[src/design/gffr_pkg.sv]
// ----------------------------------------------------------------------------
// gffr_pkg: shared types and codes of the grid first-fit allocator
// Request and result payloads, operation codes and register indexes.
// ----------------------------------------------------------------------------
package gffr_pkg;

    localparam int CFG_INDEX_W = 4;
    localparam int CFG_DATA_W  = 5;

    // register indexes on the configuration channel
    localparam logic [CFG_INDEX_W-1:0] REG_GRID_WIDTH  = 4'd0;
    localparam logic [CFG_INDEX_W-1:0] REG_GRID_HEIGHT = 4'd1;

    // operation codes
    localparam logic [1:0] MODE_PLACE = 2'd0;
    localparam logic [1:0] MODE_FREE  = 2'd1;
    localparam logic [1:0] MODE_PROBE = 2'd2;

    typedef struct packed {
        logic [1:0] mode;
        logic [4:0] rect_w;
        logic [4:0] rect_h;
        logic [3:0] pos_x;
        logic [3:0] pos_y;
    } req_t;

    typedef struct packed {
        logic       ok;
        logic [3:0] found_x;
        logic [3:0] found_y;
    } result_t;

endpackage

[src/design/grid_first_fit_rect_allocator.sv]
// ----------------------------------------------------------------------------
// grid_first_fit_rect_allocator: first-fit 2d rectangle allocator
// Occupancy bitmap with place, free and probe commands run by a sequencer.
// ----------------------------------------------------------------------------
// Usage: a command on req is taken at a clock edge with start high and busy
// low. busy stays high while the sequencer works. The answer appears on result
// for exactly one cycle with done high; the receiver cannot stall, so it must
// take every transfer as it comes. The next command may be started in the
// cycle done is high.
// Config: grid_width and grid_height are written over cfg_valid/cfg_ready
// (always ready) by the user only while the block is idle; the block does
// not itself enforce it. Indexes other than 0 and 1 are ignored.
// Sequence, set by the single registered read port of the column store:
//   probe reads one column if in range, else answers from idle; free reads
//   and writes back each column touched; place, per candidate column x, ORs
//   the columns under it, tests one candidate row per cycle, leaves the column
//   in a last scan step, then marks each column by read and write; on a 16
//   by 16 grid the worst case is a 1 by 1 place with only the last cell free.
// Reset: the grid reverts to 16 by 16 and every cell reads free at once.
// ----------------------------------------------------------------------------
module grid_first_fit_rect_allocator #(
    parameter int MAX_COLS = 16,
    parameter int MAX_ROWS = 16
) (
    input  logic                             clk,
    input  logic                             rst_n,
    input  logic                             start,
    output logic                             busy,
    input  gffr_pkg::req_t                   req,
    output logic                             done,
    output gffr_pkg::result_t                result,
    input  logic                             cfg_valid,
    output logic                             cfg_ready,
    input  logic [gffr_pkg::CFG_INDEX_W-1:0] cfg_index,
    input  logic [gffr_pkg::CFG_DATA_W-1:0]  cfg_data
);

    localparam int CAW = $clog2(MAX_COLS);
    localparam int XCW = $clog2(MAX_COLS + 1);
    localparam int YCW = $clog2(MAX_ROWS + 1);
    localparam int SW  = ((XCW > 5) ? XCW : 5) + 1;
    localparam int HW  = ((YCW > 5) ? YCW : 5) + 1;

    typedef enum logic [5:0] {
        S_IDLE    = 6'b000001,
        S_GATHER  = 6'b000010,
        S_SCAN    = 6'b000100,
        S_MARK_RD = 6'b001000,
        S_MARK_WR = 6'b010000,
        S_PROBE   = 6'b100000
    } state_t;

    // rows lo..hi-1
    function automatic logic [MAX_ROWS-1:0] range_mask(input logic [HW-1:0] lo,
                                                       input logic [HW-1:0] hi);
        logic [MAX_ROWS-1:0] m;
        m = '0;
        for (int r = 0; r < MAX_ROWS; r++)
        begin
            m[r] = (HW'(r) >= lo) && (HW'(r) < hi);
        end
        return m;
    endfunction

    state_t              state_reg, state_next;
    logic                done_reg, done_next;
    gffr_pkg::result_t   result_reg, result_next;
    logic [4:0]          grid_width_reg, grid_height_reg;

    logic [SW-1:0]       x_reg, x_next;
    logic [SW-1:0]       col_reg, col_next;
    logic [SW-1:0]       x_end_reg, x_end_next;
    logic [HW-1:0]       y_reg, y_next;
    logic [HW-1:0]       rh_reg, rh_next;
    logic [MAX_ROWS-1:0] mask_reg, mask_next;
    logic [MAX_ROWS-1:0] acc_reg, acc_next;
    logic                pend_reg, pend_next;
    logic                clear_reg, clear_next;

    logic                rd_en;
    logic [CAW-1:0]      rd_addr;
    logic [MAX_ROWS-1:0] rd_data;
    logic                wr_en;
    logic [CAW-1:0]      wr_addr;
    logic [MAX_ROWS-1:0] wr_data;

    logic [SW-1:0]       cols_act;
    logic [HW-1:0]       rows_act;
    logic [SW-1:0]       rw_s, px_s, xe_sum, xe;
    logic [HW-1:0]       rh_h, py_h, ye_sum, ye;

    gffr_bitmap #(
        .MAX_COLS (MAX_COLS),
        .MAX_ROWS (MAX_ROWS)
    ) u_bitmap (
        .clk     (clk),
        .rst_n   (rst_n),
        .rd_en   (rd_en),
        .rd_addr (rd_addr),
        .rd_data (rd_data),
        .wr_en   (wr_en),
        .wr_addr (wr_addr),
        .wr_data (wr_data)
    );

    // active size saturates at the array size
    assign cols_act = (SW'(grid_width_reg) > SW'(MAX_COLS)) ? SW'(MAX_COLS)
                                                            : SW'(grid_width_reg);
    assign rows_act = (HW'(grid_height_reg) > HW'(MAX_ROWS)) ? HW'(MAX_ROWS)
                                                             : HW'(grid_height_reg);

    assign rw_s   = SW'(req.rect_w);
    assign px_s   = SW'(req.pos_x);
    assign rh_h   = HW'(req.rect_h);
    assign py_h   = HW'(req.pos_y);
    assign xe_sum = px_s + rw_s;
    assign ye_sum = py_h + rh_h;
    assign xe     = (xe_sum > cols_act) ? cols_act : xe_sum;
    assign ye     = (ye_sum > rows_act) ? rows_act : ye_sum;

    assign busy      = (state_reg != S_IDLE);
    assign done      = done_reg;
    assign result    = result_reg;
    assign cfg_ready = 1'b1;

    always_comb
    begin
        state_next  = state_reg;
        done_next   = 1'b0;
        result_next = result_reg;
        x_next      = x_reg;
        col_next    = col_reg;
        x_end_next  = x_end_reg;
        y_next      = y_reg;
        rh_next     = rh_reg;
        mask_next   = mask_reg;
        acc_next    = acc_reg;
        pend_next   = pend_reg;
        clear_next  = clear_reg;
        rd_en       = 1'b0;
        rd_addr     = col_reg[CAW-1:0];
        wr_en       = 1'b0;
        wr_addr     = col_reg[CAW-1:0];
        wr_data     = clear_reg ? (rd_data & ~mask_reg) : (rd_data | mask_reg);

        case (state_reg)
            S_IDLE:
            begin
                if (start)
                begin
                    case (req.mode)
                        gffr_pkg::MODE_PLACE:
                        begin
                            if ((req.rect_w != 5'd0) && (req.rect_h != 5'd0) &&
                                (rw_s <= cols_act) && (rh_h <= rows_act))
                            begin
                                x_next     = '0;
                                col_next   = '0;
                                x_end_next = rw_s;
                                y_next     = '0;
                                rh_next    = rh_h;
                                mask_next  = range_mask('0, rh_h);
                                acc_next   = '0;
                                pend_next  = 1'b0;
                                clear_next = 1'b0;
                                state_next = S_GATHER;
                            end
                            else
                            begin
                                done_next   = 1'b1;
                                result_next = '{ok: 1'b0, found_x: 4'd0, found_y: 4'd0};
                            end
                        end
                        gffr_pkg::MODE_FREE:
                        begin
                            x_next     = '0;
                            y_next     = '0;
                            col_next   = px_s;
                            x_end_next = xe;
                            mask_next  = range_mask(py_h, ye);
                            clear_next = 1'b1;
                            if (px_s < xe)
                            begin
                                state_next = S_MARK_RD;
                            end
                            else
                            begin
                                done_next   = 1'b1;
                                result_next = '{ok: 1'b1, found_x: 4'd0, found_y: 4'd0};
                            end
                        end
                        gffr_pkg::MODE_PROBE:
                        begin
                            if ((px_s < cols_act) && (py_h < rows_act))
                            begin
                                rd_en      = 1'b1;
                                rd_addr    = px_s[CAW-1:0];
                                mask_next  = range_mask(py_h, py_h + HW'(1));
                                state_next = S_PROBE;
                            end
                            else
                            begin
                                done_next   = 1'b1;
                                result_next = '{ok: 1'b0, found_x: 4'd0, found_y: 4'd0};
                            end
                        end
                        default:
                        begin
                            done_next   = 1'b1;
                            result_next = '{ok: 1'b0, found_x: 4'd0, found_y: 4'd0};
                        end
                    endcase
                end
            end

            // OR together the columns under the candidate corner
            S_GATHER:
            begin
                if (col_reg != x_end_reg)
                begin
                    rd_en    = 1'b1;
                    col_next = col_reg + SW'(1);
                end
                pend_next = (col_reg != x_end_reg);
                if (pend_reg)
                begin
                    acc_next = acc_reg | rd_data;
                    if (col_reg == x_end_reg)
                    begin
                        state_next = S_SCAN;
                    end
                end
            end

            // one candidate row per cycle against the merged column word
            S_SCAN:
            begin
                if ((y_reg + rh_reg) > rows_act)
                begin
                    if (x_end_reg >= cols_act)
                    begin
                        done_next   = 1'b1;
                        result_next = '{ok: 1'b0, found_x: 4'd0, found_y: 4'd0};
                        state_next  = S_IDLE;
                    end
                    else
                    begin
                        x_next     = x_reg + SW'(1);
                        col_next   = x_reg + SW'(1);
                        x_end_next = x_end_reg + SW'(1);
                        y_next     = '0;
                        mask_next  = range_mask('0, rh_reg);
                        acc_next   = '0;
                        pend_next  = 1'b0;
                        state_next = S_GATHER;
                    end
                end
                else if ((acc_reg & mask_reg) == '0)
                begin
                    col_next   = x_reg;
                    state_next = S_MARK_RD;
                end
                else
                begin
                    y_next    = y_reg + HW'(1);
                    mask_next = mask_reg << 1;
                end
            end

            S_MARK_RD:
            begin
                rd_en      = 1'b1;
                state_next = S_MARK_WR;
            end

            // read-modify-write of one column
            S_MARK_WR:
            begin
                wr_en    = 1'b1;
                col_next = col_reg + SW'(1);
                if ((col_reg + SW'(1)) == x_end_reg)
                begin
                    done_next   = 1'b1;
                    result_next = '{ok: 1'b1, found_x: x_reg[3:0], found_y: y_reg[3:0]};
                    state_next  = S_IDLE;
                end
                else
                begin
                    state_next = S_MARK_RD;
                end
            end

            S_PROBE:
            begin
                done_next   = 1'b1;
                result_next = '{ok: ((rd_data & mask_reg) == '0),
                                found_x: 4'd0, found_y: 4'd0};
                state_next  = S_IDLE;
            end

            default:
            begin
                state_next = S_IDLE;
            end
        endcase
    end

    always_ff @(posedge clk or negedge rst_n)
    begin
        if (!rst_n)
        begin
            state_reg       <= S_IDLE;
            done_reg        <= 1'b0;
            pend_reg        <= 1'b0;
            grid_width_reg  <= 5'd16;
            grid_height_reg <= 5'd16;
        end
        else
        begin
            state_reg <= state_next;
            done_reg  <= done_next;
            pend_reg  <= pend_next;
            if (cfg_valid && cfg_ready)
            begin
                if (cfg_index == gffr_pkg::REG_GRID_WIDTH)
                begin
                    grid_width_reg <= cfg_data;
                end
                else if (cfg_index == gffr_pkg::REG_GRID_HEIGHT)
                begin
                    grid_height_reg <= cfg_data;
                end
            end
        end
    end

    always_ff @(posedge clk)
    begin
        result_reg <= result_next;
        x_reg      <= x_next;
        col_reg    <= col_next;
        x_end_reg  <= x_end_next;
        y_reg      <= y_next;
        rh_reg     <= rh_next;
        mask_reg   <= mask_next;
        acc_reg    <= acc_next;
        clear_reg  <= clear_next;
    end

endmodule

[src/design/gffr_bitmap.sv]
// ----------------------------------------------------------------------------
// gffr_bitmap: occupancy column store
// One word per column, one bit per row. Registered read, one write port.
// Per-column valid flags make every column read as all-free after reset.
// ----------------------------------------------------------------------------
module gffr_bitmap #(
    parameter int MAX_COLS = 16,
    parameter int MAX_ROWS = 16
) (
    input  logic                        clk,
    input  logic                        rst_n,
    input  logic                        rd_en,
    input  logic [$clog2(MAX_COLS)-1:0] rd_addr,
    output logic [MAX_ROWS-1:0]         rd_data,
    input  logic                        wr_en,
    input  logic [$clog2(MAX_COLS)-1:0] wr_addr,
    input  logic [MAX_ROWS-1:0]         wr_data
);

    logic [MAX_ROWS-1:0] mem [MAX_COLS];
    logic [MAX_COLS-1:0] col_valid_reg;
    logic [MAX_ROWS-1:0] rd_data_reg;
    logic                rd_valid_reg;

    always_ff @(posedge clk)
    begin
        if (wr_en)
        begin
            mem[wr_addr] <= wr_data;
        end
        if (rd_en)
        begin
            rd_data_reg <= mem[rd_addr];
        end
    end

    always_ff @(posedge clk or negedge rst_n)
    begin
        if (!rst_n)
        begin
            col_valid_reg <= '0;
            rd_valid_reg  <= 1'b0;
        end
        else
        begin
            if (wr_en)
            begin
                col_valid_reg[wr_addr] <= 1'b1;
            end
            if (rd_en)
            begin
                rd_valid_reg <= col_valid_reg[rd_addr];
            end
        end
    end

    // a column never written since reset is all free
    assign rd_data = rd_valid_reg ? rd_data_reg : '0;

endmodule

[config.mk]
export PLATFORM = sky130hd
export DESIGN_NAME = grid_first_fit_rect_allocator
export DESIGN_NICKNAME = d
export VERILOG_FILES = /design/src/design/gffr_pkg.sv /design/src/design/grid_first_fit_rect_allocator.sv /design/src/design/gffr_bitmap.sv
export SDC_FILE = /design/constraint.sdc
export NUM_CORES = 1
export LEC_CHECK = 0
export ABC_AREA = 1
export BUFFER_PORTS_ARGS = -buffer_cell sky130_fd_sc_hd__buf_2
export CORE_ASPECT_RATIO = 1.4
export CORE_MARGIN = 1
export CORE_UTILIZATION = 33
export CTS_BUF_LIST = sky130_fd_sc_hd__clkbuf_4
export CTS_CLUSTER_DIAMETER = 30
export DETAILED_ROUTE_END_ITERATION = 6
export PLACE_DENSITY = 0.52
export REMOVE_ABC_BUFFERS = 1
export SETUP_SLACK_MARGIN = 0.5
export SYNTH_ARGS = -nofsm -noshare
export SYNTH_HDL_FRONTEND = slang
export SYNTH_SLANG_ARGS = --single-unit
export TNS_END_PERCENT = 50
[constraint.sdc]
create_clock -name clk -period 7.44 [get_ports clk]
set_input_delay 0.372 -clock clk [delete_from_list [all_inputs] [get_ports clk]]
set_output_delay 0.372 -clock clk [all_outputs]
set_load 0.02 [all_outputs]
Yosys cells after proc, flatten, opt, wreduce, memory -nomap -nowiden
Memories as Yosys holds them, arrays and structs flattened. A register that Yosys moved wholly into a read port is not among the register bits.
Index checks and enable logic that the tools add are counted.

operators by class
  mux-type cells = 96
  $lt $le $gt $ge = 94
  equal/unequal tests = 35
  bitwise logic cells = 8
  reduce and logical (&&, ||, !) cells = 60
  $add $sub $neg = 8

operator list
  kind                                                                         count
  16-bit two-way mux                                                           14
  6-bit two-way mux                                                            25
  4-bit by 5-bit less-than comparator with 1-bit output, first input constant  24
  16-bit case mux with 3 select lines                                          2
  6-bit case mux with 2 select lines                                           6
  9-bit two-way mux                                                            7
  3-bit by 5-bit less-than comparator with 1-bit output, first input constant  12
  16-bit bitwise AND                                                           3
  4-bit by 6-bit less-than comparator with 1-bit output, first input constant  8
  16-bit OR                                                                    3
  1-bit logical AND                                                            37
  9-bit case mux with 4 select lines                                           1
  4-bit greater-or-equal comparator, first input constant                      8
  16-bit logical NOT                                                           2
  16-bit case mux with 2 select lines                                          1
  1-bit by 5-bit less-than comparator with 1-bit output, first input constant  6
  2-bit by 5-bit less-than comparator with 1-bit output, first input constant  6
  6-bit case mux with 5 select lines                                           1
  3-bit inequality test, second input constant                                 9
  9-bit case mux with 3 select lines                                           1
  6-bit by 1-bit adder with 6-bit output, second input constant                4
  3-bit by 6-bit less-than comparator with 1-bit output, first input constant  4
  6-bit case mux with 4 select lines                                           1
  1-bit two-way mux                                                            21
  55 further kinds                                                             95

storage, ports and cells
  logic and storage cells = 320
  memories = 1
  memory bits (writable) = 256
  flip-flop bits (word level) = 106
  output and inout bits = 12

memory list
  memory        words  bits a word  read ports  clocked after Yosys merged registers in  wr ports  RTL line           source
  u_bitmap.mem  16     16           1           1                                        1         gffr_bitmap.sv:20  logic [MAX_ROWS-1:0] mem [MAX_COLS];

Logic depth before layout (Yosys ltp)
Gate-level depths: netlist (run 1).

  word-level depth = 10
  gate-level depth with buffers = 24
  mapped depth without buffers = 24

By module
From an unflattened synthesis (run 1), not the netlist that was laid out.

second synthesis, totals
  cells, all modules = 1,842
  area total of the unflattened synthesis = 18,854.3 um^2

by module, submodules not included
  module                         instances  cells an instance  seq. area each (um^2)  area each (um^2)
  gffr_bitmap                    1          894                8,593.2                11,519.8
  grid_first_fit_rect_allocator  1          948                2,586.2                7,334.5

Least setup slack after synthesis (run 1)
No wires, ideal clock.

  kind = register to register
  start = register y_reg[0]
  end = register mask_reg[0] (enable)
  stages on the path, launching flop included = 16
  buffers on the path = 0
  data required time = 6.962 ns
  arrival time = 5.304 ns
  setup slack = 1.659 ns
  path through = edfxtp_1 -> ha_1 -> fa_1 -> a21oi_1 -> o21ai_0 -> xor2_1 -> ha_1 -> a21oi_1 -> o221ai_1 -> o21ai_0 -> nand3_2 -> nand2_1 -> clkinv_1 -> nand2_1 -> nand2_1 -> a2111oi_0

between the ends
  cells in the longest elaborated chain, start to end = 4

ends and longest elaborated chain
  element                                                       RTL line                              source
  from (decl)                                                   grid_first_fit_rect_allocator.sv:73   logic [HW-1:0] y_reg, y_next;
  from (signal assigned)                                        grid_first_fit_rect_allocator.sv:343  y_reg <= y_next;
  6-bit by 5-bit adder with 6-bit output (*)                    grid_first_fit_rect_allocator.sv:238  if ((y_reg + rh_reg) > rows_act)
  6-bit by 5-bit greater-than comparator with 1-bit output (*)  grid_first_fit_rect_allocator.sv:238
  3-bit inequality test (no line)                               n/a
  7-bit AND reduction (no line) (*)                             n/a
  to (signal assigned)                                          grid_first_fit_rect_allocator.sv:345  mask_reg <= mask_next;
  to (decl)                                                     grid_first_fit_rect_allocator.sv:75   logic [MAX_ROWS-1:0] mask_reg, mask_next;

Mark *: on every way between the ends. The rest lies on a longest branch, timed or not.
A chain may end at the register's enable or synchronous reset.

Worst setup path in the final report (run 1)
  start = register y_reg[0]
  end = register result_reg (netlist bit result[1]) (enable)

between the ends
  cells in the longest elaborated chain, start to end = 4

ends and longest elaborated chain
  element                                                   RTL line                              source
  6-bit by 5-bit adder with 6-bit output                    grid_first_fit_rect_allocator.sv:238
  6-bit by 5-bit greater-than comparator with 1-bit output  grid_first_fit_rect_allocator.sv:238
  2-bit inequality test (no line)                           n/a
  8-bit AND reduction (no line)                             n/a
  to (signal assigned)                                      grid_first_fit_rect_allocator.sv:339  result_reg <= result_next;
  to (decl)                                                 grid_first_fit_rect_allocator.sv:67   gffr_pkg::result_t result_reg, result_next;

Every way passes these cells.

==> results of run 1 <==
## worst min path at each step
| stage | start | end | slack, ns | cells after the start |
|---|---|---|---|---|
| finish | req[16] | x_end_reg[3] | 0.06 | 3 |
| CTS | req[16] | x_end_reg[3] | 0.01 | 3 |
| global route | req[16] | x_end_reg[3] | 0.01 | 3 |
| global placement | u_bitmap.col_valid_reg[10] | u_bitmap.col_valid_reg[10] | 0.44 | 2 |
| floorplan | rst_n | done | 0.08 | 0 |
| detailed placement | u_bitmap.col_valid_reg[10] | u_bitmap.col_valid_reg[10] | 0.45 | 2 |
## report_power, final
part / total, uW / internal, uW / switching [uW]
combinational: 2710 / 814 / 1900
clock: 1670 / 837 / 830
sequential: 2980 / 2760 / 216
## metrics by stage
| step | hold slack (ns) | power [uW] | util | instance area (sq um) |
|---|---|---|---|---|
| 2_1_floorplan | 0.0764 | 4740 | - | 18600 |
| 3_3_place_gp | 0.438 | 5700 | 0.356 | 20100 |
| 3_5_place_dp | 0.446 | 5740 | 0.356 | 20100 |
| 4_1_cts | 0.00952 | 7440 | 0.380 | 21400 |
| 5_1_grt | 0.0139 | 7850 | 0.380 | 21400 |
| 6_report | 0.0603 | 7350 | 0.380 | 21400 |
## final cells by class
cell class                      count  area (sq um)
Antenna cell                        3          7.51
Timing Repair Buffer              101           711
Sequential cell                   378         11200
Clock inverter                     20           116
Inverter                          258           968
Fill cell                        5679         35000
Multi-Input combinational cell   1157          6550
Clock buffer                      131           983
Tap cell                          735           920
## worst max-delay path: stages, from the launching register on
cell,delay (ns)
edfxtp_1,0.46
ha_1,0.27
fa_1,0.40
a21oi_1,0.16
o21ai_0,0.10
xor2_1,0.16
ha_1,0.33
nand4_1,0.12
o221ai_1,0.16
o21ai_0,0.13
nand3_2,0.27
nor2_2,0.23
inv_2,0.36
nand2_1,0.12
inv_1,0.06
nand4_1,0.06
a21oi_1,0.85
## per-layer routing
| metal | up-vias | share of wire | GRT usage |
|---|---|---|---|
| met5 | - | 0 | 0 |
| met2 | 374 | 0.51 | 0.334 |
| met4 | 0 | 0.031 | 0.0784 |
| li1 | 6848 | - | - |
| met3 | 92 | 0.043 | 0.0288 |
| met1 | 6759 | 0.41 | 0.220 |
## timing repair
action	CTS	global route
hold buffers	24	0
hold endpoints to repair	55	0
resized for setup	0	0
## cells by family (layout without fill, tap and decap cells)
| group | count (synthesis) | count (layout) | synth area share |
|---|---|---|---|
| xor gates and xnor gates | 27 | 27 | 0.0125 |
| adders and majority gates | 69 | 69 | 0.0468 |
| buffers and inverters | 324 | 510 | 0.0682 |
| DFF | 378 | 378 | 0.591 |
| AOI/OAI and AO/OA | 412 | 412 | 0.136 |
| other | 1 | 4 | 0.000198 |
| and+or+nand+nor | 648 | 648 | 0.145 |
## placed cells by master, fill, tap and decap left out, types with 4 or more instances in the layout
cell and count:
edfxtp_1 343, nand2_1 302, inv_1 248, nor2_1 171, o21ai_0 157, clkbuf_4 131, o211ai_1 129, nand3_1 94
ha_1 66, a21oi_1 50, buf_2 43, buf_4 34, dfrtp_1 32, dlygate4sd3_1 24, nand4_1 22, o22ai_1 20
xor2_1 19, clkinv_1 15, nor2_2 11, nor3_1 11, inv_2 9, xnor2_1 8, o21ai_1 8, nor2_4 7
a221oi_1 7, o221ai_1 5, nor4_1 5, o2111ai_1 5, nor3b_1 5, o21bai_1 4, or2_2 4, a31oi_1 4
==> flow_results.xml, run 1 <==
<?xml version="1.0" encoding="UTF-8"?>
<metrics>
  <group name="routing">
    <metric name="routed_via_density" unit="">5.06</metric>
    <metric name="avgRoutedWirePerCell" unit="microns">19.3</metric>
    <metric name="route.vias.total" unit="">14100</metric>
    <metric name="drt_drc_violations_left" unit="">0</metric>
    <metric name="detailedRoute.firstIterationViolations" unit="">1031</metric>
    <metric name="detailedRoute.firstPassIterationCount" unit="">5</metric>
    <metric name="post_route_wl" unit="microns">53700</metric>
    <metric name="antenna_violating_nets_post_route" unit="">0</metric>
  </group>
  <group name="logic_synthesis">
    <metric name="synth_warnings" unit="">0</metric>
    <metric name="ys_ff_latch" unit="">378</metric>
    <metric name="seq_area_frac_synth" unit="">0.591</metric>
    <metric name="synth_area_leader_cell" unit="">edfxtp_1</metric>
    <metric name="synth_enable_flop_cells" unit="">343</metric>
    <metric name="post_synth.cell_area_avg" unit="sq um">10.2</metric>
    <metric name="synth.most_common_cell" unit="">edfxtp_1</metric>
    <metric name="synth_top_area_frac" unit="">0.545</metric>
    <metric name="synth_top_cells_by_count" unit="">edfxtp_1 (343), nand2_1 (303), inv_1 (248)</metric>
    <metric name="yosys-top-cells-area" unit="">edfxtp_1 (54%), nand2_1 (6.0%), o211ai_1 (5.1%)</metric>
    <metric name="netlist-cell-type-count" unit="">59</metric>
    <metric name="synth-async-reset-ratio" unit="">0.0926</metric>
    <metric name="post_synth_instance_area" unit="sq mm">0.0189</metric>
    <metric name="synth-main-ff-cell" unit="">edfxtp_1</metric>
    <metric name="post_synth_inst_count" unit="">1859</metric>
  </group>
  <group name="floorplan">
    <metric name="start_util" unit="">0.335</metric>
    <metric name="num_rows" unit="">103</metric>
    <metric name="design.portCount" unit="">45</metric>
    <metric name="die_y" unit="microns">285</metric>
    <metric name="core_area" unit="sq mm">0.0564</metric>
    <metric name="floorplan.die.width" unit="microns">204</metric>
    <metric name="dieArea" unit="sq mm">0.0583</metric>
  </group>
  <group name="sta">
    <metric name="slew-limit-headroom" unit="">0.244</metric>
    <metric name="clock-skew-final" unit="ns">0.0856</metric>
    <metric name="finalWorstPathRequiredPeriod" unit="ns">4.66</metric>
    <metric name="final_number_of_hold_violating_endpoints" unit="">0</metric>
    <metric name="final_setup_violation_count" unit="">0</metric>
    <metric name="timing_max_transition_violations_final" unit="">0</metric>
    <metric name="finalCritPeriodShare" unit="">0.626</metric>
    <metric name="maximum_achievable_frequency" unit="MHz">215</metric>
    <metric name="unrepaired_setup_endpoints_after_global_routing" unit="">no</metric>
    <metric name="fin_tns_setup" unit="ns">0</metric>
    <metric name="worst_max_slew_pin_slew" unit="ns">1.13</metric>
    <metric name="post-route-worst-setup-slack" unit="ns">2.78</metric>
  </group>
  <group name="placed_design">
    <metric name="globalplace.congestion" unit="">0.869</metric>
    <metric name="detailed_place_hpwl" unit="microns">33800</metric>
    <metric name="post-place-cells" unit="">2605</metric>
    <metric name="place.port_buffers" unit="">43</metric>
    <metric name="placement.setup.worst_slack" unit="ns">2.60</metric>
  </group>
  <group name="cts">
    <metric name="clk-insertion-delay-late" unit="ns">0.85</metric>
    <metric name="numCtsBuffers" unit="">96</metric>
    <metric name="clock_root_buffer" unit="">clkbuf_4</metric>
    <metric name="cts_setup_buffers" unit="">0</metric>
    <metric name="htree_levels" unit="">3</metric>
    <metric name="clkSlewWorstSetupHoldPaths" unit="ns">0.06</metric>
    <metric name="numClockSinks" unit="">378</metric>
    <metric name="clk_path_buf_depth" unit="">3</metric>
    <metric name="tritoncts" unit="">yes</metric>
  </group>
  <group name="grt">
    <metric name="vias_in_the_first_global_route" unit="">14100</metric>
    <metric name="pin_count_of_the_biggest_net_entering_global_routing" unit="">76</metric>
    <metric name="antenna_violations_before_repair" unit="">2</metric>
    <metric name="grt_pass1_wl" unit="microns">81800</metric>
    <metric name="grt_remaining_overflow" unit="">0</metric>
    <metric name="global_route.usage.total" unit="">0.186</metric>
  </group>
  <group name="critical_path">
    <metric name="largest_driver_fanout_on_the_critical_path" unit="">18</metric>
    <metric name="rr_endpoint" unit="">result[1]</metric>
    <metric name="worstSetupEndpoint" unit="">result[1]</metric>
    <metric name="worst_setup_path_start_kind" unit="">flip-flop</metric>
    <metric name="crit_required" unit="ns">7.83</metric>
    <metric name="worst-endpoint-arrival" unit="ns">5.05</metric>
    <metric name="reg2reg_from" unit="">y_reg[0]</metric>
    <metric name="critical_path.endpoint_type" unit="">flip-flop</metric>
    <metric name="crit_path_class" unit="">reg2reg</metric>
    <metric name="cp-startpoint" unit="">y_reg[0]</metric>
    <metric name="regToRegSetupSlack" unit="ns">2.78</metric>
    <metric name="timing.reg2reg.worst_path_depth" unit="">16</metric>
  </group>
  <group name="pwr">
    <metric name="p_leak" unit="uW">0.00842</metric>
    <metric name="power-per-cell-area" unit="mW/mm^2">343</metric>
    <metric name="power.ir.vdd_worst" unit="mV">0.153</metric>
  </group>
  <group name="finish">
    <metric name="largest_register_ff_count" unit="">256</metric>
    <metric name="layoutNonFillerInstCount" unit="">2783</metric>
    <metric name="top_register" unit="">u_bitmap.mem</metric>
    <metric name="synthToLayoutAreaGrowth" unit="%">13.4</metric>
    <metric name="ratio_of_cells_with_drive_above_1_in_the_final_layout" unit="">0.130</metric>
    <metric name="num-nets-final" unit="">2094</metric>
  </group>
  <group name="hold_path">
    <metric name="min-delay-path-class" unit="">in2reg</metric>
  </group>
  <group name="run">
    <metric name="timing.max_cap.violations" unit="">0</metric>
  </group>
  <group name="outcome">
    <metric name="result_of_the_run" unit="">finished clean</metric>
  </group>
</metrics>
Power figures use the tool's default switching activity.
==> inputs of run 2 (changes only) <==
- clock period: 7.44 -> 4.3 ns (I/O delays scaled with it)
==> run 2 against run 1 <==
Register-to-register slack got worse by 2.1 ns; total power increased by 82%; core utilization increased by 1.4 points; final area increased by 3.6%; via count increased by 2.2%; critical path depth increased by 11; highest routed layer unchanged; routed wire length increased by 2.0%; count of clock-buffer cells in the layout increased by 3; clock skew decreased by 0.012 ns.
==> flow_results.xml, run 2 (synthesis results as in run 1) <==
<?xml version="1.0" encoding="UTF-8"?>
<metrics>
  <group name="sta">
    <metric name="unrepaired_setup_endpoints_after_global_routing" unit="">yes</metric>
    <metric name="worst_max_slew_pin_slew" unit="ns">1.15</metric>
    <metric name="finalCritPeriodShare" unit="">0.838</metric>
    <metric name="clock-skew-final" unit="ns">0.0736</metric>
    <metric name="final_number_of_hold_violating_endpoints" unit="">0</metric>
    <metric name="timing.hold.ws" unit="ns">0.0364</metric>
    <metric name="finalWorstPathRequiredPeriod" unit="ns">3.60</metric>
    <metric name="timing_max_transition_violations_final" unit="">0</metric>
    <metric name="final_setup_violation_count" unit="">0</metric>
    <metric name="slew-limit-headroom" unit="">0.230</metric>
    <metric name="maximum_achievable_frequency" unit="MHz">278</metric>
  </group>
  <group name="floorplan">
    <metric name="dieArea" unit="sq mm">0.0583</metric>
    <metric name="core_area" unit="sq mm">0.0564</metric>
    <metric name="die_y" unit="microns">285</metric>
    <metric name="design.portCount" unit="">45</metric>
    <metric name="start_util" unit="">0.335</metric>
    <metric name="num_rows" unit="">103</metric>
    <metric name="floorplan.die.width" unit="microns">204</metric>
  </group>
  <group name="critical_path">
    <metric name="worst_setup_path_start_kind" unit="">input port</metric>
    <metric name="critical_path.endpoint_type" unit="">flip-flop</metric>
    <metric name="crit_buf_inv" unit="">7</metric>
    <metric name="cp_common_cell" unit="">nand2_1</metric>
    <metric name="crit_required" unit="ns">5.05</metric>
    <metric name="crit_slowest_cell" unit="">dlygate4sd3_1</metric>
    <metric name="largest_driver_fanout_on_the_critical_path" unit="">6</metric>
    <metric name="reg2reg_from" unit="">grid_height_reg[0]</metric>
    <metric name="worst-endpoint-arrival" unit="ns">4.35</metric>
    <metric name="cp-startpoint" unit="">req[13]</metric>
    <metric name="crit_path_max_incr_delay" unit="ns">0.54</metric>
    <metric name="crit_path_class" unit="">in2reg</metric>
    <metric name="cpLargestDelayFamily" unit="">buffers and inverters</metric>
  </group>
  <group name="grt">
    <metric name="antenna_violations_before_repair" unit="">1</metric>
    <metric name="vias_in_the_first_global_route" unit="">14500</metric>
    <metric name="grt_pass1_wl" unit="microns">82100</metric>
    <metric name="grt_remaining_overflow" unit="">0</metric>
    <metric name="global_route.usage.total" unit="">0.186</metric>
    <metric name="pin_count_of_the_biggest_net_entering_global_routing" unit="">69</metric>
  </group>
  <group name="finish">
    <metric name="most-common-layout-cells" unit="">edfxtp_1 (343), nand2_1 (294), inv_1 (247), nor2_1 (167), o21ai_0 (154)</metric>
    <metric name="final_common_cell" unit="">edfxtp_1</metric>
    <metric name="ratio_of_cells_with_drive_above_1_in_the_final_layout" unit="">0.164</metric>
    <metric name="fin_util" unit="">0.393</metric>
    <metric name="seq_area" unit="sq mm">0.0112</metric>
    <metric name="top_register" unit="">u_bitmap.mem</metric>
    <metric name="num-nets-final" unit="">2151</metric>
    <metric name="synthToLayoutAreaGrowth" unit="%">17.4</metric>
    <metric name="multiInputGateArea" unit="sq mm">0.00665</metric>
    <metric name="fillCellCount" unit="">5586</metric>
    <metric name="largest_register_ff_count" unit="">256</metric>
  </group>
  <group name="routing">
    <metric name="avgRoutedWirePerCell" unit="microns">19.2</metric>
    <metric name="post_route_wl" unit="microns">54800</metric>
    <metric name="antenna_violating_nets_post_route" unit="">0</metric>
    <metric name="routed_via_density" unit="">5.04</metric>
    <metric name="detailedRoute.firstPassIterationCount" unit="">5</metric>
    <metric name="drt_drc_violations_left" unit="">0</metric>
    <metric name="route.vias.total" unit="">14400</metric>
    <metric name="detailedRoute.firstIterationViolations" unit="">831</metric>
  </group>
  <group name="outcome">
    <metric name="result_of_the_run" unit="">finished clean</metric>
  </group>
  <group name="cts">
    <metric name="clkSlewWorstSetupHoldPaths" unit="ns">0.07</metric>
    <metric name="clock_root_buffer" unit="">clkbuf_4</metric>
    <metric name="clk_path_buf_depth" unit="">3</metric>
    <metric name="numCtsBuffers" unit="">95</metric>
    <metric name="htree_levels" unit="">3</metric>
    <metric name="clk-insertion-delay-late" unit="ns">0.87</metric>
    <metric name="numClockSinks" unit="">378</metric>
    <metric name="tritoncts" unit="">yes</metric>
  </group>
  <group name="pwr">
    <metric name="p_leak" unit="uW">0.00881</metric>
    <metric name="power-per-cell-area" unit="mW/mm^2">603</metric>
    <metric name="power.ir.vdd_worst" unit="mV">0.233</metric>
  </group>
  <group name="hold_path">
    <metric name="min-delay-path-class" unit="">in2async</metric>
  </group>
  <group name="placed_design">
    <metric name="place.port_buffers" unit="">43</metric>
    <metric name="detailed_place_hpwl" unit="microns">34600</metric>
    <metric name="globalplace.congestion" unit="">0.909</metric>
  </group>
  <group name="run">
    <metric name="timing.max_cap.violations" unit="">0</metric>
  </group>
</metrics>
## run 2: metal layers
| metal | vias up | GRT usage | wire length, microns |
|---|---|---|---|
| met5 | - | 0 | 0 |
| met4 | 0 | 0.0886 | 1680 |
| met3 | 104 | 0.0251 | 2190 |
| met2 | 342 | 0.337 | 28800 |
| met1 | 6956 | 0.214 | 22100 |
| li1 | 6974 | - | - |
## run 2: timing repair
item | CTS | global route
pin swaps | 0 | 12
buffers inserted | 0 | 17
setup endpoints to repair | 30 | 98
endpoints found under the hold margin | 72 | 0
gates cloned | 0 | 6
gates resized for setup | 3 | 36
hold buffers | 32 | 0
## run 2: report_power, final
part | leakage [uW] | internal, uW | switching (uW)
Sequential | 0.00362 | 4770 | 346
Combinational | 0.00449 | 1760 | 3480
Clock | 0.000707 | 1560 | 1500
Total | 0.00881 | 8080 | 5320
## run 2: through the flow
stage	power [uW]	setup TNS [ns]	instances	setup slack (ns)	area, sq um
final	13400	0	2851	0.697	22200
after global routing	14300	0	2851	0.403	22200
after CTS	13300	0	2827	0.461	21900
after detailed placement	10100	0	2632	0.256	20300
after global placement	10100	0	2632	0.259	20300
after floorplan	8210	-27.06	1793	-1.48	18600
## run 2: final cells by class
type	instances	share of cell area
clock buffer	134	0.0453
inverter	258	0.0436
clock inverter	29	0.00834
multi-input combinational	1160	0.299
antenna	1	0.000113
tap	735	0.0414
sequential	378	0.503
timing repair buffer	156	0.0584
## run 2: worst paths after layout
path / endpoint / slack (ns) / cells after the start
worst max-delay path: done / 0.70 / 27
worst min-delay path: state_reg[4] / 0.04 / 2
worst max register to register: u_bitmap.rd_data_reg[6] / 0.73 / 16
worst min register to register: u_bitmap.col_valid_reg[5] / 0.46 / 2
max in group asynchronous: u_bitmap.col_valid_reg[0] / 3.63 / 2
min in group clk: mask_reg[0] / 0.11 / 5
## run 2: worst register-to-register path: cells and delay by family (launching register included)
kind	cells	cell delay [ns]
buffers and inverters	3	0.49
AOI/OAI and AO/OA	2	0.30
adders and majority gates	1	0.35
DFF	1	0.40
and+or+nand+nor	10	1.76
==> inputs of run 3 (changes only) <==
- ABC_AREA: 1 -> 0
- PLACE_DENSITY: 0.52 -> 0.54
- clock period: 4.3 -> 3.1 ns (I/O delays scaled with it)
==> run 3 against run 2 <==
The flow now finishes with violations (negative setup slack); clock skew shrank 0.00096 ns; worst setup slack worse by 1.4 ns; sequential share of layout area decreased by 7.1 points; combinational power rose by 42%; routed wire length is 9.3% higher; via count increased by 6.8%; global-route usage is 1.4 points higher; highest routed layer unchanged.
==> flow_results.xml, run 3 <==
<?xml version="1.0" encoding="UTF-8"?>
<metrics>
  <group name="sta">
    <metric name="unrepaired_setup_endpoints_after_global_routing" unit="">yes</metric>
    <metric name="final_setup_violation_count" unit="">116</metric>
    <metric name="timing_max_transition_violations_final" unit="">0</metric>
    <metric name="worst_max_slew_pin_slew" unit="ns">1.28</metric>
    <metric name="slew-limit-headroom" unit="">0.124</metric>
    <metric name="post-route-worst-setup-slack" unit="ns">-0.657</metric>
    <metric name="clock-skew-final" unit="ns">0.0727</metric>
    <metric name="maximum_achievable_frequency" unit="MHz">266</metric>
    <metric name="fin_tns_setup" unit="ns">-51.26</metric>
    <metric name="final_number_of_hold_violating_endpoints" unit="">0</metric>
    <metric name="finalWorstPathRequiredPeriod" unit="ns">3.76</metric>
    <metric name="finalCritPeriodShare" unit="">1.21</metric>
  </group>
  <group name="grt">
    <metric name="gr-max-usage-layer" unit="">met2</metric>
    <metric name="grt_pass1_wl" unit="microns">89400</metric>
    <metric name="antenna_violations_before_repair" unit="">1</metric>
    <metric name="grt_use_met2" unit="">0.365</metric>
    <metric name="vias_in_the_first_global_route" unit="">15700</metric>
    <metric name="grt_util_met3" unit="">0.0328</metric>
    <metric name="global_route.usage.total" unit="">0.200</metric>
    <metric name="grt_remaining_overflow" unit="">0</metric>
    <metric name="gr_layer_usage_met1" unit="">0.217</metric>
    <metric name="pin_count_of_the_biggest_net_entering_global_routing" unit="">32</metric>
  </group>
  <group name="cts">
    <metric name="tritoncts" unit="">yes</metric>
    <metric name="clkSlewWorstSetupHoldPaths" unit="ns">0.06</metric>
    <metric name="clk-insertion-delay-late" unit="ns">0.80</metric>
    <metric name="clk_path_buf_depth" unit="">3</metric>
    <metric name="htree_levels" unit="">3</metric>
    <metric name="clock_root_buffer" unit="">clkbuf_4</metric>
    <metric name="numCtsBuffers" unit="">93</metric>
    <metric name="numClockSinks" unit="">378</metric>
  </group>
  <group name="finish">
    <metric name="fin_util" unit="">0.450</metric>
    <metric name="largest_register_ff_count" unit="">256</metric>
    <metric name="num-nets-final" unit="">2249</metric>
    <metric name="most-common-layout-cells" unit="">nand2_1 (350), edfxtp_1 (343), buf_4 (229), nand3_1 (124), clkbuf_4 (121)</metric>
    <metric name="ratio_of_cells_with_drive_above_1_in_the_final_layout" unit="">0.333</metric>
    <metric name="layout.cell_area.non_filler" unit="sq mm">0.0259</metric>
    <metric name="synthToLayoutAreaGrowth" unit="%">34.8</metric>
    <metric name="final_common_cell" unit="">nand2_1</metric>
    <metric name="top_register" unit="">u_bitmap.mem</metric>
  </group>
  <group name="critical_path">
    <metric name="regToRegSetupSlack" unit="ns">-0.66</metric>
    <metric name="worst_setup_path_start_kind" unit="">flip-flop</metric>
    <metric name="critical_path.endpoint_type" unit="">flip-flop</metric>
    <metric name="largest_driver_fanout_on_the_critical_path" unit="">5</metric>
    <metric name="crit_path_class" unit="">reg2reg</metric>
    <metric name="worst-endpoint-arrival" unit="ns">4.25</metric>
    <metric name="crit_required" unit="ns">3.59</metric>
  </group>
  <group name="floorplan">
    <metric name="start_util" unit="">0.334</metric>
    <metric name="core_area" unit="sq mm">0.0575</metric>
    <metric name="dieArea" unit="sq mm">0.0591</metric>
    <metric name="design.portCount" unit="">45</metric>
    <metric name="num_rows" unit="">104</metric>
    <metric name="die_y" unit="microns">287</metric>
    <metric name="floorplan.die.width" unit="microns">206</metric>
  </group>
  <group name="routing">
    <metric name="post_route_wl" unit="microns">59800</metric>
    <metric name="detailedRoute.firstIterationViolations" unit="">986</metric>
    <metric name="avgRoutedWirePerCell" unit="microns">20.2</metric>
    <metric name="detailedRoute.firstPassIterationCount" unit="">5</metric>
    <metric name="drt_drc_violations_left" unit="">0</metric>
    <metric name="antenna_violating_nets_post_route" unit="">0</metric>
    <metric name="routed_via_density" unit="">5.19</metric>
    <metric name="route.vias.total" unit="">15400</metric>
  </group>
  <group name="logic_synthesis">
    <metric name="synth-main-ff-cell" unit="">edfxtp_1</metric>
    <metric name="post_synth_instance_area" unit="sq mm">0.0192</metric>
    <metric name="synth_enable_flop_cells" unit="">343</metric>
    <metric name="synth.most_common_cell" unit="">nand2_1</metric>
    <metric name="synth_top_area_frac" unit="">0.537</metric>
    <metric name="synth_area_leader_cell" unit="">edfxtp_1</metric>
    <metric name="netlist-cell-type-count" unit="">80</metric>
    <metric name="synth_warnings" unit="">0</metric>
    <metric name="synth_top_cells_by_count" unit="">nand2_1 (373), edfxtp_1 (343), nand3_1 (133)</metric>
    <metric name="post_synth_inst_count" unit="">1735</metric>
    <metric name="seq_area_frac_synth" unit="">0.583</metric>
    <metric name="post_synth.cell_area_avg" unit="sq um">11.1</metric>
    <metric name="ys_ff_latch" unit="">378</metric>
    <metric name="synth-async-reset-ratio" unit="">0.0926</metric>
    <metric name="yosys-top-cells-area" unit="">edfxtp_1 (54%), nand2_1 (7.3%), ha_1 (4.3%)</metric>
  </group>
  <group name="outcome">
    <metric name="violated_checks" unit="">negative setup slack</metric>
    <metric name="result_of_the_run" unit="">finished, violations left</metric>
  </group>
  <group name="pwr">
    <metric name="power-per-cell-area" unit="mW/mm^2">732</metric>
    <metric name="power.ir.vdd_worst" unit="mV">0.345</metric>
    <metric name="p_leak" unit="uW">0.0102</metric>
  </group>
  <group name="placed_design">
    <metric name="place.port_buffers" unit="">43</metric>
    <metric name="detailed_place_hpwl" unit="microns">38400</metric>
    <metric name="place_area" unit="sq mm">0.0221</metric>
    <metric name="globalplace.congestion" unit="">0.886</metric>
  </group>
  <group name="hold_path">
    <metric name="min-delay-path-class" unit="">in2reg</metric>
  </group>
  <group name="run">
    <metric name="timing.max_cap.violations" unit="">0</metric>
  </group>
</metrics>
[run 3: cell count changes after synthesis, sizes merged, moves of 21 or more]
cell / delta
inv: -209
a31oi: +21
nand2: +67
a21oi: +28
o21ai: -109
nand3: +37
and3: +21
o211ai: -124
nor2: -98
mux2i: +36
[run 3: routing by layer]
| layer | up-vias | wire length [microns] |
|---|---|---|
| met1 | 7475 | 22800 |
| met4 | 0 | 2780 |
| met3 | 173 | 2620 |
| met5 | - | 0 |
| met2 | 476 | 31600 |
| li1 | 7228 | - |
[run 3: critical path, cell delays in order (launching register included)]
cell and delay (ns):
dfstp_2 0.55, inv_4 0.06, ha_4 0.27, o21ai_2 0.06, mux2_4 0.26, o21a_1 0.19, a21o_1 0.21, mux2_4 0.33
ha_4 0.28, a21o_1 0.11, a21o_1 0.14, nor2_2 0.05, nand2_1 0.07, a211oi_2 0.04, nor4_2 0.30, o21ai_1 0.14
a21oi_2 0.25, buf_6 0.16
[run 3: stage by stage]
| stage | std cells | total power (uW) | hold WS [ns] | setup slack, ns |
|---|---|---|---|---|
| 3_5_place_dp | 2685 | 12700 | 0.292 | -1.62 |
| 3_3_place_gp | 2685 | 12600 | 0.292 | -1.52 |
| 5_1_grt | 2956 | 19900 | 0.0673 | -0.812 |
| 4_1_cts | 2919 | 18300 | 0.0192 | -0.631 |
| 2_1_floorplan | 1639 | 9930 | -0.141 | -1.71 |
| 6_report | 2956 | 18900 | 0.0749 | -0.657 |
[run 3: layout make-up]
type,count,area (sq um)
clock inverters,40,389
clock buffers,121,908
repair buffers,413,3990
multi-input cells,1214,8290
diodes,1,2.50
inverters,47,181
fillers,5340,31600
well taps,742,928
flip-flops and latches,378,11200
[run 3: logic make-up after synthesis]
kind of cell	after synthesis	share of synthesized area
flops	378	0.583
buf+inv	143	0.0375
mux	53	0.0296
xor+xnor	43	0.0204
simple gates	737	0.173
other cells	1	0.000195
fa+ha+maj	69	0.0462
compound gates	311	0.110
[run 3: final timing paths]
| kind | from | endpoint | cells past startpoint |
|---|---|---|---|
| setup / recovery | grid_width_reg[4] | result[2] | 17 |
| max in group asynchronous | rst_n | grid_height_reg[0] | 4 |
| hold reg to reg | u_bitmap.col_valid_reg[2] | u_bitmap.col_valid_reg[2] | 1 |
| hold / removal | req[1] | mask_reg[9] | 5 |
| setup reg to reg | grid_width_reg[4] | result[2] | 17 |
| min in group asynchronous | rst_n | grid_width_reg[0] | 3 |
[run 3: power by group]
group | internal, uW | switching, uW
sequential | 6470 | 452
clock | 2510 | 2080
combinational | 3450 | 3960
total | 12400 | 6490
[run 3: repair_timing]
| action | 4_1_cts | 5_1_grt |
|---|---|---|
| hold buffers | 35 | 0 |
| cloned | 7 | 4 |
| buffers inserted | 31 | 32 |
| pin swaps | 54 | 66 |
| gates resized for setup | 145 | 162 |
| hold endpoints to repair | 67 | 0 |
| setup endpoints to repair | 142 | 324 |
